--- src/hdl/itda_pkg.sv ---
package itda_pkg;

  // Default width of the signed input value
  localparam int unsigned VALUE_WIDTH_DEF = 32;

  // Result field widths
  localparam int unsigned CHAR_W  = 8;
  localparam int unsigned COUNT_W = 4;

  // ASCII codes
  localparam logic [CHAR_W-1:0] CHAR_ZERO  = 8'h30;
  localparam logic [CHAR_W-1:0] CHAR_MINUS = 8'h2D;

  // Controller to datapath commands
  typedef struct packed {
    logic load;     // capture sign and magnitude of a new value
    logic step;     // one shift-add-3 step of the BCD converter
    logic size;     // count characters and load the first one
    logic advance;  // load the next digit character
  } cmd_t;

  // Datapath to controller status
  typedef struct packed {
    logic conv_done;  // current step is the last converter step
    logic last_char;  // output register holds the final character
  } status_t;

endpackage

--- src/hdl/int_to_decimal_ascii.sv ---
// Signed integer to decimal ASCII text.
//
// Input channel: value_i with in_valid_i, held off by in_stall_o. Output
// channel: one character per transfer on ascii_char_o, with char_count_o
// (total characters of the number, same on each) and last_o on the final
// character, held off by out_stall_i. A negative value starts with '-';
// zero gives a single '0'; no leading zeros.
//
// One item at a time. After an input transfer the magnitude goes through a
// shift-add-3 binary to BCD converter, one bit per cycle, then a sizing
// step counts the characters and loads the first one. The first character
// is offered once the sizing step has loaded it and can transfer in the
// cycle it is offered; one character follows per cycle while the receiver
// takes them. The next input is taken in the cycle after the last transfer.
// While out_stall_i is high the offered character holds. Reset returns the
// block to idle and drops any item in progress.
module int_to_decimal_ascii
  import itda_pkg::*;
#(
  parameter int unsigned VALUE_WIDTH = VALUE_WIDTH_DEF
) (
  input  logic                          clk_i,
  input  logic                          rst_ni,
  input  logic                          in_valid_i,
  output logic                          in_stall_o,
  input  logic signed [VALUE_WIDTH-1:0] value_i,
  output logic                          out_valid_o,
  input  logic                          out_stall_i,
  output logic        [CHAR_W-1:0]      ascii_char_o,
  output logic        [COUNT_W-1:0]     char_count_o,
  output logic                          last_o
);

  cmd_t    cmd;
  status_t status;

  itda_ctrl u_ctrl (
    .clk_i       (clk_i),
    .rst_ni      (rst_ni),
    .in_valid_i  (in_valid_i),
    .in_stall_o  (in_stall_o),
    .out_valid_o (out_valid_o),
    .out_stall_i (out_stall_i),
    .status_i    (status),
    .cmd_o       (cmd)
  );

  itda_datapath #(
    .VALUE_WIDTH (VALUE_WIDTH)
  ) u_datapath (
    .clk_i        (clk_i),
    .rst_ni       (rst_ni),
    .value_i      (value_i),
    .cmd_i        (cmd),
    .status_o     (status),
    .ascii_char_o (ascii_char_o),
    .char_count_o (char_count_o),
    .last_o       (last_o)
  );

endmodule

--- src/hdl/itda_ctrl.sv ---
module itda_ctrl
  import itda_pkg::*;
(
  input  logic    clk_i,
  input  logic    rst_ni,
  input  logic    in_valid_i,
  output logic    in_stall_o,
  output logic    out_valid_o,
  input  logic    out_stall_i,
  input  status_t status_i,
  output cmd_t    cmd_o
);

  typedef enum logic [3:0] {
    S_IDLE = 4'b0001,
    S_CONV = 4'b0010,
    S_SIZE = 4'b0100,
    S_EMIT = 4'b1000
  } state_e;

  state_e state_q, state_d;

  // Sequence one item: accept, convert, size, emit characters
  always_comb begin
    state_d = state_q;
    cmd_o   = '0;
    case (state_q)
      S_IDLE: begin
        if (in_valid_i) begin
          cmd_o.load = 1'b1;
          state_d    = S_CONV;
        end
      end
      S_CONV: begin
        cmd_o.step = 1'b1;
        if (status_i.conv_done) begin
          state_d = S_SIZE;
        end
      end
      S_SIZE: begin
        cmd_o.size = 1'b1;
        state_d    = S_EMIT;
      end
      S_EMIT: begin
        if (!out_stall_i) begin
          if (status_i.last_char) begin
            state_d = S_IDLE;
          end else begin
            cmd_o.advance = 1'b1;
          end
        end
      end
      default: begin
        state_d = S_IDLE;
      end
    endcase
  end

  always_ff @(posedge clk_i or negedge rst_ni) begin
    if (!rst_ni) begin
      state_q <= S_IDLE;
    end else begin
      state_q <= state_d;
    end
  end

  assign in_stall_o  = (state_q != S_IDLE);
  assign out_valid_o = (state_q == S_EMIT);

  // The final character transfer returns the block to idle
  a_last_to_idle: assert property (@(posedge clk_i) disable iff (!rst_ni)
    (out_valid_o && !out_stall_i && status_i.last_char) |=> (state_q == S_IDLE))
    else $error("block did not return to idle after the final character");

  // At most one datapath command per cycle
  a_cmd_onehot0: assert property (@(posedge clk_i) disable iff (!rst_ni)
    $onehot0({cmd_o.load, cmd_o.step, cmd_o.size, cmd_o.advance}))
    else $error("more than one datapath command issued");

  // A stalled character is never replaced
  a_hold_on_stall: assert property (@(posedge clk_i) disable iff (!rst_ni)
    (out_valid_o && out_stall_i) |-> !cmd_o.advance)
    else $error("character advanced while the receiver stalls");

endmodule

--- src/hdl/itda_datapath.sv ---
module itda_datapath
  import itda_pkg::*;
#(
  parameter int unsigned VALUE_WIDTH = VALUE_WIDTH_DEF
) (
  input  logic                          clk_i,
  input  logic                          rst_ni,
  input  logic signed [VALUE_WIDTH-1:0] value_i,
  input  cmd_t                          cmd_i,
  output status_t                       status_o,
  output logic        [CHAR_W-1:0]      ascii_char_o,
  output logic        [COUNT_W-1:0]     char_count_o,
  output logic                          last_o
);

  // Decimal digits of the largest magnitude, 2**(VALUE_WIDTH-1)
  localparam int unsigned NDIG = ((VALUE_WIDTH - 1) * 30103) / 100000 + 1;
  localparam int unsigned IW   = $clog2(NDIG);
  localparam int unsigned BW   = $clog2(VALUE_WIDTH);
  localparam int unsigned TW   = IW + 1;

  logic [VALUE_WIDTH-1:0]   mag_q;
  logic [VALUE_WIDTH-1:0]   abs_val;
  logic [NDIG-1:0][3:0]     bcd_q;
  logic [NDIG-1:0][3:0]     bcd_adj;
  logic [4*NDIG-1:0]        bcd_adj_flat;
  logic [BW-1:0]            bitcnt_q;
  logic                     neg_q;
  logic [IW-1:0]            idx_q;
  logic [IW-1:0]            top;
  logic [TW-1:0]            total;
  logic [CHAR_W-1:0]        char_q;
  logic [COUNT_W-1:0]       count_q;
  logic                     last_q;

  // Two's complement magnitude; the most negative value maps to 2**(W-1)
  assign abs_val = value_i[VALUE_WIDTH-1] ? (~$unsigned(value_i) + 1'b1)
                                          : $unsigned(value_i);

  // Add 3 to every digit of 5 or more before the shift
  always_comb begin
    for (int i = 0; i < NDIG; i++) begin
      bcd_adj[i] = (bcd_q[i] >= 4'd5) ? (bcd_q[i] + 4'd3) : bcd_q[i];
    end
  end

  assign bcd_adj_flat = bcd_adj;

  // Find the most significant nonzero digit (digit 0 for zero)
  always_comb begin
    top = '0;
    for (int i = 0; i < NDIG; i++) begin
      if (bcd_q[i] != 4'd0) begin
        top = IW'(i);
      end
    end
  end

  assign total = {1'b0, top} + TW'(1) + TW'(neg_q);

  // Converter registers: load, then shift one magnitude bit in per step
  always_ff @(posedge clk_i) begin
    if (cmd_i.load) begin
      mag_q    <= abs_val;
      neg_q    <= value_i[VALUE_WIDTH-1];
      bcd_q    <= '0;
      bitcnt_q <= '0;
    end else if (cmd_i.step) begin
      bcd_q    <= {bcd_adj_flat[4*NDIG-2:0], mag_q[VALUE_WIDTH-1]};
      mag_q    <= {mag_q[VALUE_WIDTH-2:0], 1'b0};
      bitcnt_q <= bitcnt_q + 1'b1;
    end
  end

  // Output character register, pointer to the next digit
  always_ff @(posedge clk_i) begin
    if (cmd_i.size) begin
      count_q <= total[COUNT_W-1:0];
      if (neg_q) begin
        char_q <= CHAR_MINUS;
        idx_q  <= top;
        last_q <= 1'b0;
      end else begin
        char_q <= CHAR_ZERO + {4'b0000, bcd_q[top]};
        idx_q  <= top - 1'b1;
        last_q <= (top == '0);
      end
    end else if (cmd_i.advance) begin
      char_q <= CHAR_ZERO + {4'b0000, bcd_q[idx_q]};
      idx_q  <= idx_q - 1'b1;
      last_q <= (idx_q == '0);
    end
  end

  assign status_o.conv_done = (bitcnt_q == BW'(VALUE_WIDTH - 1));
  assign status_o.last_char = last_q;

  assign ascii_char_o = char_q;
  assign char_count_o = count_q;
  assign last_o       = last_q;

  // Never advance past the final character
  a_no_advance_past_last: assert property (@(posedge clk_i) disable iff (!rst_ni)
    cmd_i.advance |-> !last_q)
    else $error("advance issued after the final character");

  // First character is a minus sign or a decimal digit
  a_first_char_legal: assert property (@(posedge clk_i) disable iff (!rst_ni)
    cmd_i.size |=> ((char_q == CHAR_MINUS) ||
                    ((char_q >= CHAR_ZERO) && (char_q <= CHAR_ZERO + 8'd9))))
    else $error("first character is not a minus sign or a digit");

  // Each digit loaded by an advance is a decimal digit
  a_bcd_legal: assert property (@(posedge clk_i) disable iff (!rst_ni)
    cmd_i.advance |-> (bcd_q[idx_q] <= 4'd9))
    else $error("converted digit out of decimal range");

endmodule

--- config.mk ---
export PLATFORM = sky130hd
export DESIGN_NAME = int_to_decimal_ascii
export DESIGN_NICKNAME = d
export VERILOG_FILES = /design/src/hdl/itda_pkg.sv /design/src/hdl/int_to_decimal_ascii.sv /design/src/hdl/itda_ctrl.sv /design/src/hdl/itda_datapath.sv
export SDC_FILE = /design/constraint.sdc
export NUM_CORES = 1
export LEC_CHECK = 0
export ABC_AREA = 1
export BUFFER_PORTS_ARGS = -buffer_cell sky130_fd_sc_hd__buf_2
export CORE_ASPECT_RATIO = 0.6
export CORE_MARGIN = 4
export CORE_UTILIZATION = 45
export CTS_CLUSTER_DIAMETER = 150
export DETAILED_ROUTE_END_ITERATION = 8
export PLACE_DENSITY = 0.61
export SYNTH_ARGS = -nofsm -noshare
export SYNTH_HDL_FRONTEND = slang
export SYNTH_SLANG_ARGS = --single-unit
--- constraint.sdc ---
create_clock -name clk_i -period 5 [get_ports clk_i]
set_input_delay 1 -clock clk_i [delete_from_list [all_inputs] [get_ports clk_i]]
set_output_delay 1 -clock clk_i [all_outputs]
set_load 0.005 [all_outputs]
# After elaboration in Yosys (flattened, before gate mapping)

Cells that the tools add are included.

Register bits after elaboration: 99
Input port bits: 36
Output and inout port bits: 15
Word-level logic and storage cells: 120

Add/sub/neg operators: 18
$lt $le $gt $ge: 12
Equality and inequality tests: 10
Mux-type cells: 47
Bitwise gates (word level): 1
Reduce and logical (&&, ||, !) cells: 14

Operator list:

| operator                                                                      | number |
|---|---|
| 32-bit 2-to-1 mux                                                             | 3 |
| 4-bit 2-to-1 mux                                                              | 20 |
| 4-bit by 3-bit >= comparator with 1-bit output (second input constant)        | 10 |
| 4-bit by 2-bit adder with 4-bit output (second input constant)                | 9 |
| 4-bit nonzero test                                                            | 9 |
| 32-bit by 1-bit adder with 32-bit output (second input constant)              | 1 |
| 4-bit binary-select mux with 4-bit select                                     | 2 |
| 32-bit NOT                                                                    | 1 |
| 8-bit 2-to-1 mux                                                              | 3 |
| 4-bit one-hot mux with 4 select lines                                         | 1 |
| 3-bit 2-to-1 mux                                                              | 5 |
| 6-bit by 4-bit adder with 7-bit output (first input constant)                 | 2 |
| 1-bit 2-to-1 mux                                                              | 11 |
| 4-bit by 5-bit less-than comparator with 1-bit output (second input constant) | 2 |
| 4-bit zero test                                                               | 2 |
| 4-bit by 1-bit subtractor with 4-bit output (second input constant)           | 2 |
| 2-bit != test (second input constant)                                         | 3 |
| 5-bit by 1-bit adder with 5-bit output (second input constant)                | 1 |
| 5-bit equality test (second input constant)                                   | 1 |
| 4-bit by 1-bit adder with 4-bit output                                        | 1 |
| 4-bit by 1-bit adder with 4-bit output (second input constant)                | 1 |
| 4-bit by 1-bit equality test with 1-bit output (second input constant)        | 1 |
| 4-bit by 2-bit equality test with 1-bit output (second input constant)        | 1 |
| 4-bit by 3-bit equality test with 1-bit output (second input constant)        | 1 |
| 7 further kinds                                                               | 9 |

# Longest topological paths before layout

Gate-level depths: netlist of run 1.

Word-level depth: 15
Mapped depth: 20
Depth with buffers taken out: 19

# Hierarchy

From an unflattened synthesis of run 1, not the netlist that was laid out.

Cells, all modules: 838
Area, all modules: 6278.5 µm²

Modules (own cells, without submodules):

| module        | instances | cells each | area an instance (µm²) | sequential area each (µm²) |
|---|---|---|---|---|
| itda_datapath | 1         | 800        | 6037.0                 | 2312.2 |
| itda_ctrl     | 1         | 38         | 241.5                  | 101.3 |

# Least setup slack after synthesis of run 1

OpenSTA, ideal clock, no wires.

Path type: in2reg
Start point: input value_i[0]
End point: register u_datapath.mag_q[28] (data pin)
Library setup time: 0.268 ns
Arrival: 2.270 ns
Data required time: 4.732 ns
Path slack: 2.462 ns
Stages on the path: 11
Path through: inv_1 -> ha_1 -> nand3_1 -> nor2_1 -> nand2_1 -> nor2_1 -> nand3_1 -> o21ai_0 -> nand2_1 -> xnor2_1 -> o21ai_0

Longest elaborated chain between the ends: 4

Ends and longest elaborated chain:

| element                                  | line                       | source |
|---|---|---|
| start: declaration                       | int_to_decimal_ascii.sv:26 | `input logic signed [VALUE_WIDTH-1:0] value_i,` |
| 32-bit NOT                               | itda_datapath.sv:37        | `assign abs_val = value_i[VALUE_WIDTH-1] ? (~$unsigned(value_i) + 1'b1)` |
| 32-bit by 1-bit adder with 32-bit output | itda_datapath.sv:37        |  |
| 32-bit 2-to-1 mux                        | itda_datapath.sv:37        |  |
| 32-bit 2-to-1 mux                        | itda_datapath.sv:63        | `if (cmd_i.load) begin` |
| end signal: assignment                   | itda_datapath.sv:64        | `mag_q <= abs_val;` |
| end signal: assignment                   | itda_datapath.sv:70        | `mag_q <= {mag_q[VALUE_WIDTH-2:0], 1'b0};` |
| end: declaration                         | itda_datapath.sv:22        | `logic [VALUE_WIDTH-1:0] mag_q;` |

Every way passes these cells.
A chain may end at the register's enable or synchronous reset.

# Worst setup path after layout of run 1

Start point: register u_datapath.bcd_q[20] in the netlist's numbering
End point: register u_datapath.count_q[2] (netlist: u_datapath.char_count_o[2]) (data pin)

Longest elaborated chain between the ends: 8

Ends and longest elaborated chain:

| element                                              | line                | source |
|---|---|---|
| start: declaration                                   | itda_datapath.sv:24 | `logic [NDIG-1:0][3:0] bcd_q;` |
| start signal: assignment                             | itda_datapath.sv:69 | `bcd_q <= {bcd_adj_flat[4*NDIG-2:0], mag_q[VALUE_WIDTH-1]};` |
| 4-bit nonzero test                                   | itda_datapath.sv:53 | `if (bcd_q[i] != 4'd0) begin` |
| 3-bit 2-to-1 mux (3 in series)                       | itda_datapath.sv:53 |  |
| 4-bit 2-to-1 mux (2 in series)                       | itda_datapath.sv:53 |  |
| 4-bit by 1-bit adder with 4-bit output (2 in series) | itda_datapath.sv:59 | `assign total = {1'b0, top} + TW'(1) + TW'(neg_q);` |
| net u_datapath.total[2]                              | itda_datapath.sv:31 | `logic [TW-1:0] total;` |
| end signal: assignment                               | itda_datapath.sv:78 | `count_q <= total[COUNT_W-1:0];` |
| end: declaration                                     | itda_datapath.sv:33 | `logic [COUNT_W-1:0] count_q;` |

The timed path passes the listed nets, and every way through them passes these cells.

==> impl_metrics.json, run 1 <==
{
  "rsz0062_at_grt": "false",
  "dieHeight_um": 99.3,
  "crit_buf_inv": 4,
  "gp_congestion": 0.925,
  "ys_types": 47,
  "required_ns": 5.08,
  "period_share_pct": 58.0,
  "yosys_most_used_dff": "edfxtp_1",
  "vias": 5795,
  "status": "completed",
  "vias_per_cell": 5.51,
  "clk_latency_ns": 0.35,
  "syn_to_final_growth_pct": 9.90,
  "drc_errors": 0,
  "synth_top_cell_area_share_pct": 22.6,
  "path_class": "register to register",
  "hold_viol": 0,
  "r2r_cells": 14,
  "cts.sink_count": 96,
  "cts-root-buf": "clkbuf_16",
  "synth_top_area_cell": "edfxtp_1",
  "drive_gt1_share_pct": 11.2,
  "cts_tree": "built",
  "ir_drop_uv": 323,
  "dieArea_mm2": 0.0159,
  "slew_viol_final": 0,
  "critPathMaxStageDelay_ns": 0.37,
  "layout_commonest_cell": "nand2_1",
  "grt.busiest_layer": "met1",
  "ant_nets": 0,
  "r2r_end": "u_datapath.char_count_o[2]",
  "routed_wl_mm": 17.1,
  "place_area_mm2": 0.00659,
  "ys_seq_area_share_pct": 38.6,
  "wl_per_cell_um": 16.3,
  "clockBufferDepth": 2,
  "postSynthCellCount": 841,
  "grt_overflow": 0,
  "io_buffers": 47,
  "synth_edf_count": 47,
  "worst_setup_path_end_kind": "register",
  "fmax_mhz": 345,
  "ctsResizeCount": 0,
  "met3_usage_pct": 3.93,
  "syn_avg_cell_area_um2": 7.44,
  "dr.pass1.iters": 5,
  "grt_pass1_vias": 5371,
  "most-common-layout-cells": "nand2_1, o21ai_0, inv_1",
  "fin_setup_tns_ns": 0,
  "ys_seq_elements": 96,
  "slew_headroom_pct": 38.9,
  "clk_pin_slew_ns": 0.07,
  "fin_worst_skew_ns": 0.00692,
  "grt_start_max_net_pins": 72,
  "ioPinCount": 51,
  "worst_pin_slew_ns": 0.915,
  "layout_min_cycle_time_ns": 2.90,
  "die_w_um": 160,
  "crit_family": "simple AND/OR/NAND/NOR gates",
  "pwr_density_cell_mw_per_mm2": 628,
  "grt_first_pass_wirelength_mm": 28.1,
  "dr.first_iter.drc_count": 649,
  "critPathArrivalTime_ns": 2.98,
  "cpMaxStageDelayCell": "dfxtp_1",
  "r2r_slack_ns": 2.10,
  "htreeDepth": 3,
  "crit_path_cell_trace": "inv_1, ha_1, inv_1, nor3_2, nand2_1, nand2_1, nand2_1, nand2_2, nand2_4, inv_4, ha_1, inv_1, ha_1, xor2_1",
  "async_flop_share_pct": 4.17,
  "leakage_nw": 3.04,
  "grt_usage_pct": 21.8,
  "synth_warnings": 0,
  "cts_buffers": 9,
  "critPathLaunchType": "register",
  "initial_utilization_pct": 45.9,
  "hold_buffers": 0,
  "syn-cell-area_mm2": 0.00626,
  "rows": 33,
  "post-cts-setup-buffers": 0,
  "gr-usage-met1_pct": 36.0,
  "design_area_mm2": 0.00688,
  "antenna_found_initial": 0,
  "coreArea_mm2": 0.0136,
  "setup_violations": 0,
  "hold_path.class": "input port to async pin",
  "r2r-start": "u_datapath.bcd_q[20]",
  "drv_cap": 0,
  "hpwl_mm": 12.9,
  "use_met2_pct": 29.5,
  "fin_nets": 937,
  "antenna_cells": 0,
  "fin_total_pwr_mw": 4.32,
  "cp_max_fo": 20,
  "synthTopCellsByArea": "edfxtp_1, dfxtp_1, nand2_1"
}
metal layers:
metal	up-vias	wire, um
li1	2871	-
met1	2703	9010
met2	207	6580
met3	14	1420
met4	0	109
met5	-	0
kinds of logic (layout without fill, tap and decap cells):
group	after synthesis	count (layout)	synth area share [%]
AO/OA/AOI/OAI	206	206	18.3
XOR/XNOR	37	37	5.18
adder cells (fa/ha/maj)	30	30	6.00
buffers and inverters	142	176	9.20
flip-flops	96	96	38.6
other	2	3	0.120
AND/OR/NAND/NOR	328	328	22.6
report_power, final:
group	internal [mW]	switching, mW	total (mW)
combinational	0.685	1.59	2.27
sequential	1.18	0.192	1.37
clock	0.358	0.320	0.678
total	2.22	2.10	4.32
through the flow:
step                worst slack [ns]  hold slack (ns)  std cells  utilization [%]
finish                          2.10            0.446       1051             50.5
global route                    1.91            0.439       1051             50.5
CTS                             2.18            0.441       1051             50.5
detailed placement              2.02            0.463       1035             48.3
global placement                2.04            0.449       1035             48.3
floorplan                       2.46            0.422        842                -
synth_stat cells (4+ instances only):
cell	instances
nand3_1	75
nand4_1	4
inv_1	96
edfxtp_1	47
clkbuf_1	19
buf_2	5
o21ai_1	4
o31ai_1	4
inv_2	10
nor2_1	74
o22ai_1	4
xnor2_1	10
dfxtp_1	45
nand2_1	151
buf_1	4
o211ai_1	16
buf_4	4
nor3_1	8
a21oi_1	50
ha_1	30
o21ai_0	111
nand2_2	4
xor2_1	27
worst max-delay path by stage:
stage / start / end / slack [ns] / cells after the start
after floorplan: value_i[0] / u_datapath.mag_q[28] / 2.46 / 11
after global placement: value_i[0] / u_datapath.mag_q[28] / 2.04 / 12
after detailed placement: value_i[0] / u_datapath.mag_q[28] / 2.02 / 12
after CTS: u_datapath.bcd_q[20] / u_datapath.char_count_o[2] / 2.18 / 14
after global routing: u_datapath.bcd_q[20] / u_datapath.char_count_o[2] / 1.91 / 14
final: u_datapath.bcd_q[20] / u_datapath.char_count_o[2] / 2.10 / 14
worst reg2reg max path, stage by stage (launching register included):
cell and delay [ns]:
dfxtp_1 0.37, inv_1 0.15, ha_1 0.21, inv_1 0.07, nor3_2 0.32, nand2_1 0.13, nand2_1 0.08, nand2_1 0.06
nand2_2 0.24, nand2_4 0.22, inv_4 0.20, ha_1 0.20, inv_1 0.05, ha_1 0.18, xor2_1 0.17
area by class of cell:
type | instances | area, um^2
clock buffer | 10 | 239
clock inverter | 6 | 50.0
fill | 1348 | 6750
inverter | 108 | 408
multi-input combinational | 604 | 3270
sequential | 96 | 2410
tap | 175 | 219
timing repair buffer | 52 | 273
state kept, by name (all words and copies together), names as in the netlist:
signal	flops
u_datapath.ascii_char_o	5
u_ctrl.state_q	4
u_datapath.char_count_o	4
u_datapath.idx_q	4
u_datapath.last_o	1
u_datapath.bcd_q	40
u_datapath.neg_q	1
u_datapath.bitcnt_q	5
u_datapath.mag_q	32
(Power assumes the default switching activity.)
==> run 2, diff against run 1 <==
--- a/config.mk
+++ b/config.mk
@@ -5,14 +5,14 @@
 export SDC_FILE = /design/constraint.sdc
 export NUM_CORES = 1
 export LEC_CHECK = 0
-export ABC_AREA = 1
+export ABC_AREA = 0
 export BUFFER_PORTS_ARGS = -buffer_cell sky130_fd_sc_hd__buf_2
 export CORE_ASPECT_RATIO = 0.6
 export CORE_MARGIN = 4
 export CORE_UTILIZATION = 45
 export CTS_CLUSTER_DIAMETER = 150
 export DETAILED_ROUTE_END_ITERATION = 8
-export PLACE_DENSITY = 0.61
+export PLACE_DENSITY = 0.63
 export SYNTH_ARGS = -nofsm -noshare
 export SYNTH_HDL_FRONTEND = slang
 export SYNTH_SLANG_ARGS = --single-unit
==> constraint.sdc (replaced) <==
create_clock -name clk_i -period 2.35 [get_ports clk_i]
set_input_delay 0.47 -clock clk_i [delete_from_list [all_inputs] [get_ports clk_i]]
set_output_delay 0.47 -clock clk_i [all_outputs]
set_load 0.005 [all_outputs]
==> run 2 against run 1 <==
The run now ends with setup timing left. Wire length increased by 9.6%. Flip-flop and latch count stayed put. Sequential share of layout area shrank 7.0 points. Count of clock-buffer cells in the layout increased by 1. Worst hold slack lost 0.12 ns. Register-to-register slack worse by 2.2 ns. Largest power group is now sequential cells.
==> impl_metrics.json, run 2 <==
{
  "status": "finished with violations",
  "violations": "setup timing",
  "leakage_nw": 3.56,
  "r2r_end": "u_datapath.ascii_char_o[1]",
  "ir_drop_uv": 380,
  "reg_top3": "u_datapath.bcd_q x40, u_datapath.mag_q x32",
  "setup_violations": 9,
  "ys_seq_area_share_pct": 38.5,
  "vias": 6033,
  "layout_commonest_cell": "buf_4",
  "ant_nets": 0,
  "p_seq_share_pct": 43.3,
  "p_clk_share_pct": 27.1,
  "gp_congestion": 0.941,
  "post-route-util_pct": 63.1,
  "syn-cell-area_mm2": 0.00626,
  "cts_buffers": 9,
  "die_w_um": 160,
  "period_share_pct": 105,
  "ioPinCount": 51,
  "fin_ws_ns": -0.119,
  "hp-start": "in_valid_i",
  "dieHeight_um": 99.4,
  "drc_errors": 0,
  "wl_per_cell_um": 17.2,
  "design_area_mm2": 0.00859,
  "antenna_cells": 0,
  "endpoint": "u_datapath.ascii_char_o[1]",
  "critPathArrivalTime_ns": 2.64,
  "clk_pin_slew_ns": 0.07,
  "grt_first_pass_wirelength_mm": 30.6,
  "route.met2.wl_mm": 7.89,
  "largest_register_ffs": 40,
  "swShare_pct": 32.9,
  "path_class": "register to register",
  "synth_edf_count": 47,
  "power_switching_mw": 1.82,
  "n_fill_cell": 1137,
  "coreArea_mm2": 0.0136,
  "hold-path-cell-count": 2,
  "pwr-share-comb_pct": 29.6,
  "synth_top_cell_area_share_pct": 22.5,
  "rsz0062_at_grt": "true",
  "routed_wl_mm": 18.8,
  "cts.sink_count": 96,
  "p_int_mw": 3.71,
  "grt_usage_pct": 23.8,
  "hpwl_mm": 14.0,
  "fin_worst_skew_ns": 0.00643,
  "yosys_most_used_dff": "edfxtp_1",
  "critPathLaunch": "u_datapath.bcd_q[21]",
  "syn_to_final_growth_pct": 37.2,
  "place_area_mm2": 0.00784,
  "synth_common_cells": "o21ai_0, nand2_1, a21oi_1",
  "ys_types": 70,
  "slew_viol_final": 0,
  "initial_utilization_pct": 46.0,
  "ys_seq_elements": 96,
  "worst_setup_path_end_kind": "register",
  "synth_most_common_cell": "o21ai_0",
  "clockBufferDepth": 2,
  "synthTopCellsByArea": "edfxtp_1, dfxtp_1, o21ai_0",
  "hold_path.class": "input port to register",
  "required_ns": 2.52,
  "io_buffers": 47,
  "drv_cap": 0,
  "layout_min_cycle_time_ns": 2.47,
  "wl_met3_mm": 1.16,
  "antenna_found_initial": 0,
  "synth_warnings": 0,
  "rows": 33,
  "async_flop_share_pct": 4.17,
  "clk_latency_ns": 0.34,
  "postSynthCellCount": 716,
  "grt_overflow": 0,
  "r2r_cells": 9,
  "dieArea_mm2": 0.0159,
  "r2r_slack_ns": -0.12,
  "fin_nets": 975,
  "most-common-layout-cells": "buf_4, o21ai_0, nand2_1",
  "drt-met1-wl_mm": 9.57,
  "grt_pass1_vias": 5955,
  "cts-root-buf": "clkbuf_16",
  "top_register": "u_datapath.bcd_q",
  "pwr_density_cell_mw_per_mm2": 644,
  "fin_setup_tns_ns": -0.537,
  "syn_avg_cell_area_um2": 8.75,
  "top_layer": "met4",
  "drive_gt1_share_pct": 34.9,
  "fin_total_pwr_mw": 5.53,
  "vias_per_cell": 5.54,
  "synth_top_area_cell": "edfxtp_1",
  "dr.pass1.iters": 7,
  "htreeDepth": 3,
  "grt_start_max_net_pins": 86,
  "cts_tree": "built",
  "fmax_mhz": 405,
  "cp_max_fo": 4,
  "holdWs_ns": 0.330,
  "r2r-start": "u_datapath.bcd_q[21]",
  "hold_viol": 0,
  "critPathLaunchType": "register",
  "dr.first_iter.drc_count": 505
}
run 2: changes by cell type in the layout (fill, tap and decap cells not counted), moves of 8 or more:
cell,previous run,this run
inv_1,96,27
ha_1,30,22
o211ai_1,16,0
nand2b_1,0,13
buf_4,5,165
o31ai_1,4,15
nor3b_1,0,9
nor2_1,74,47
ha_4,0,8
nand2_1,150,71
o21ai_0,111,84
nand3_1,75,37
mux2i_1,0,8
run 2: worst min-delay path by stage:
| stage | to | slack [ns] |
|---|---|---|
| after floorplan | u_ctrl.state_q[1] | 0.17 |
| after global placement | u_ctrl.state_q[3] | 0.28 |
| after detailed placement | u_ctrl.state_q[3] | 0.28 |
| final | u_ctrl.state_q[0] | 0.33 |
| after global routing | u_ctrl.state_q[0] | 0.34 |
| after CTS | u_ctrl.state_q[0] | 0.31 |
run 2: logic make-up (layout without fill, tap and decap cells):
| family | Yosys count | after routing | synth area share, % |
|---|---|---|---|
| AOI/OAI and AO/OA | 200 | 200 | 19.1 |
| xor gates and xnor gates | 51 | 51 | 7.13 |
| adders and majority gates | 30 | 30 | 5.99 |
| buffers and inverters | 78 | 275 | 4.99 |
| DFF | 96 | 96 | 38.5 |
| muxes | 17 | 17 | 4.39 |
| other | 2 | 3 | 0.120 |
| and+or+nand+nor | 242 | 242 | 19.7 |
run 2: worst max-delay path, stage by stage (launching register included):
cell	delay, ns
dfxtp_2	0.32
inv_2	0.07
ha_4	0.13
or3b_4	0.38
o21a_4	0.25
a211oi_4	0.33
buf_4	0.19
a221oi_2	0.05
a211o_1	0.29
o32ai_2	0.28
run 2: metrics by stage:
stage	worst slack (ns)	std cells
2_1_floorplan	-0.126	717
3_3_place_gp	-0.284	1047
3_5_place_dp	-0.468	1047
4_1_cts	-0.0742	1078
5_1_grt	-0.188	1089
6_report	-0.119	1089
run 2: power by group through the flow:
stage | sequential [mW] | combinational, mW | clock, mW
floorplan | 2.39 | 0.943 | 0
global placement | 2.40 | 1.46 | 0
detailed placement | 2.42 | 1.52 | 0
CTS | 2.39 | 1.56 | 1.53
global route | 2.43 | 1.85 | 1.60
finish | 2.39 | 1.64 | 1.50
run 2: routing by layer:
layer / GRT usage, % / up-vias
li1: - / 2962
met1: 36.6 / 2876
met2: 34.7 / 180
met3: 4.60 / 15
met4: 4.96 / 0
met5: 0 / -
run 2: layout make-up:
class                   count  area, um^2  share of cell area [%]
flip-flops and latches     96        2420                    28.1
repair buffers            221        1610                    18.7
inverters                  38         148                    1.72
multi-input cells         543        3910                    45.5
clock inverters             5        65.1                   0.757
well taps                 175         219                    2.55
clock buffers              11         233                    2.71
run 2: timing repair:
| action | in CTS | in global routing |
|---|---|---|
| pin swaps | 12 | 21 |
| cloned | 0 | 0 |
| hold buffers | 1 | 0 |
| setup buffers | 14 | 11 |
| gates resized for setup | 17 | 45 |
| setup endpoints to repair | 11 | 23 |
| hold endpoints to repair | 3 | 0 |
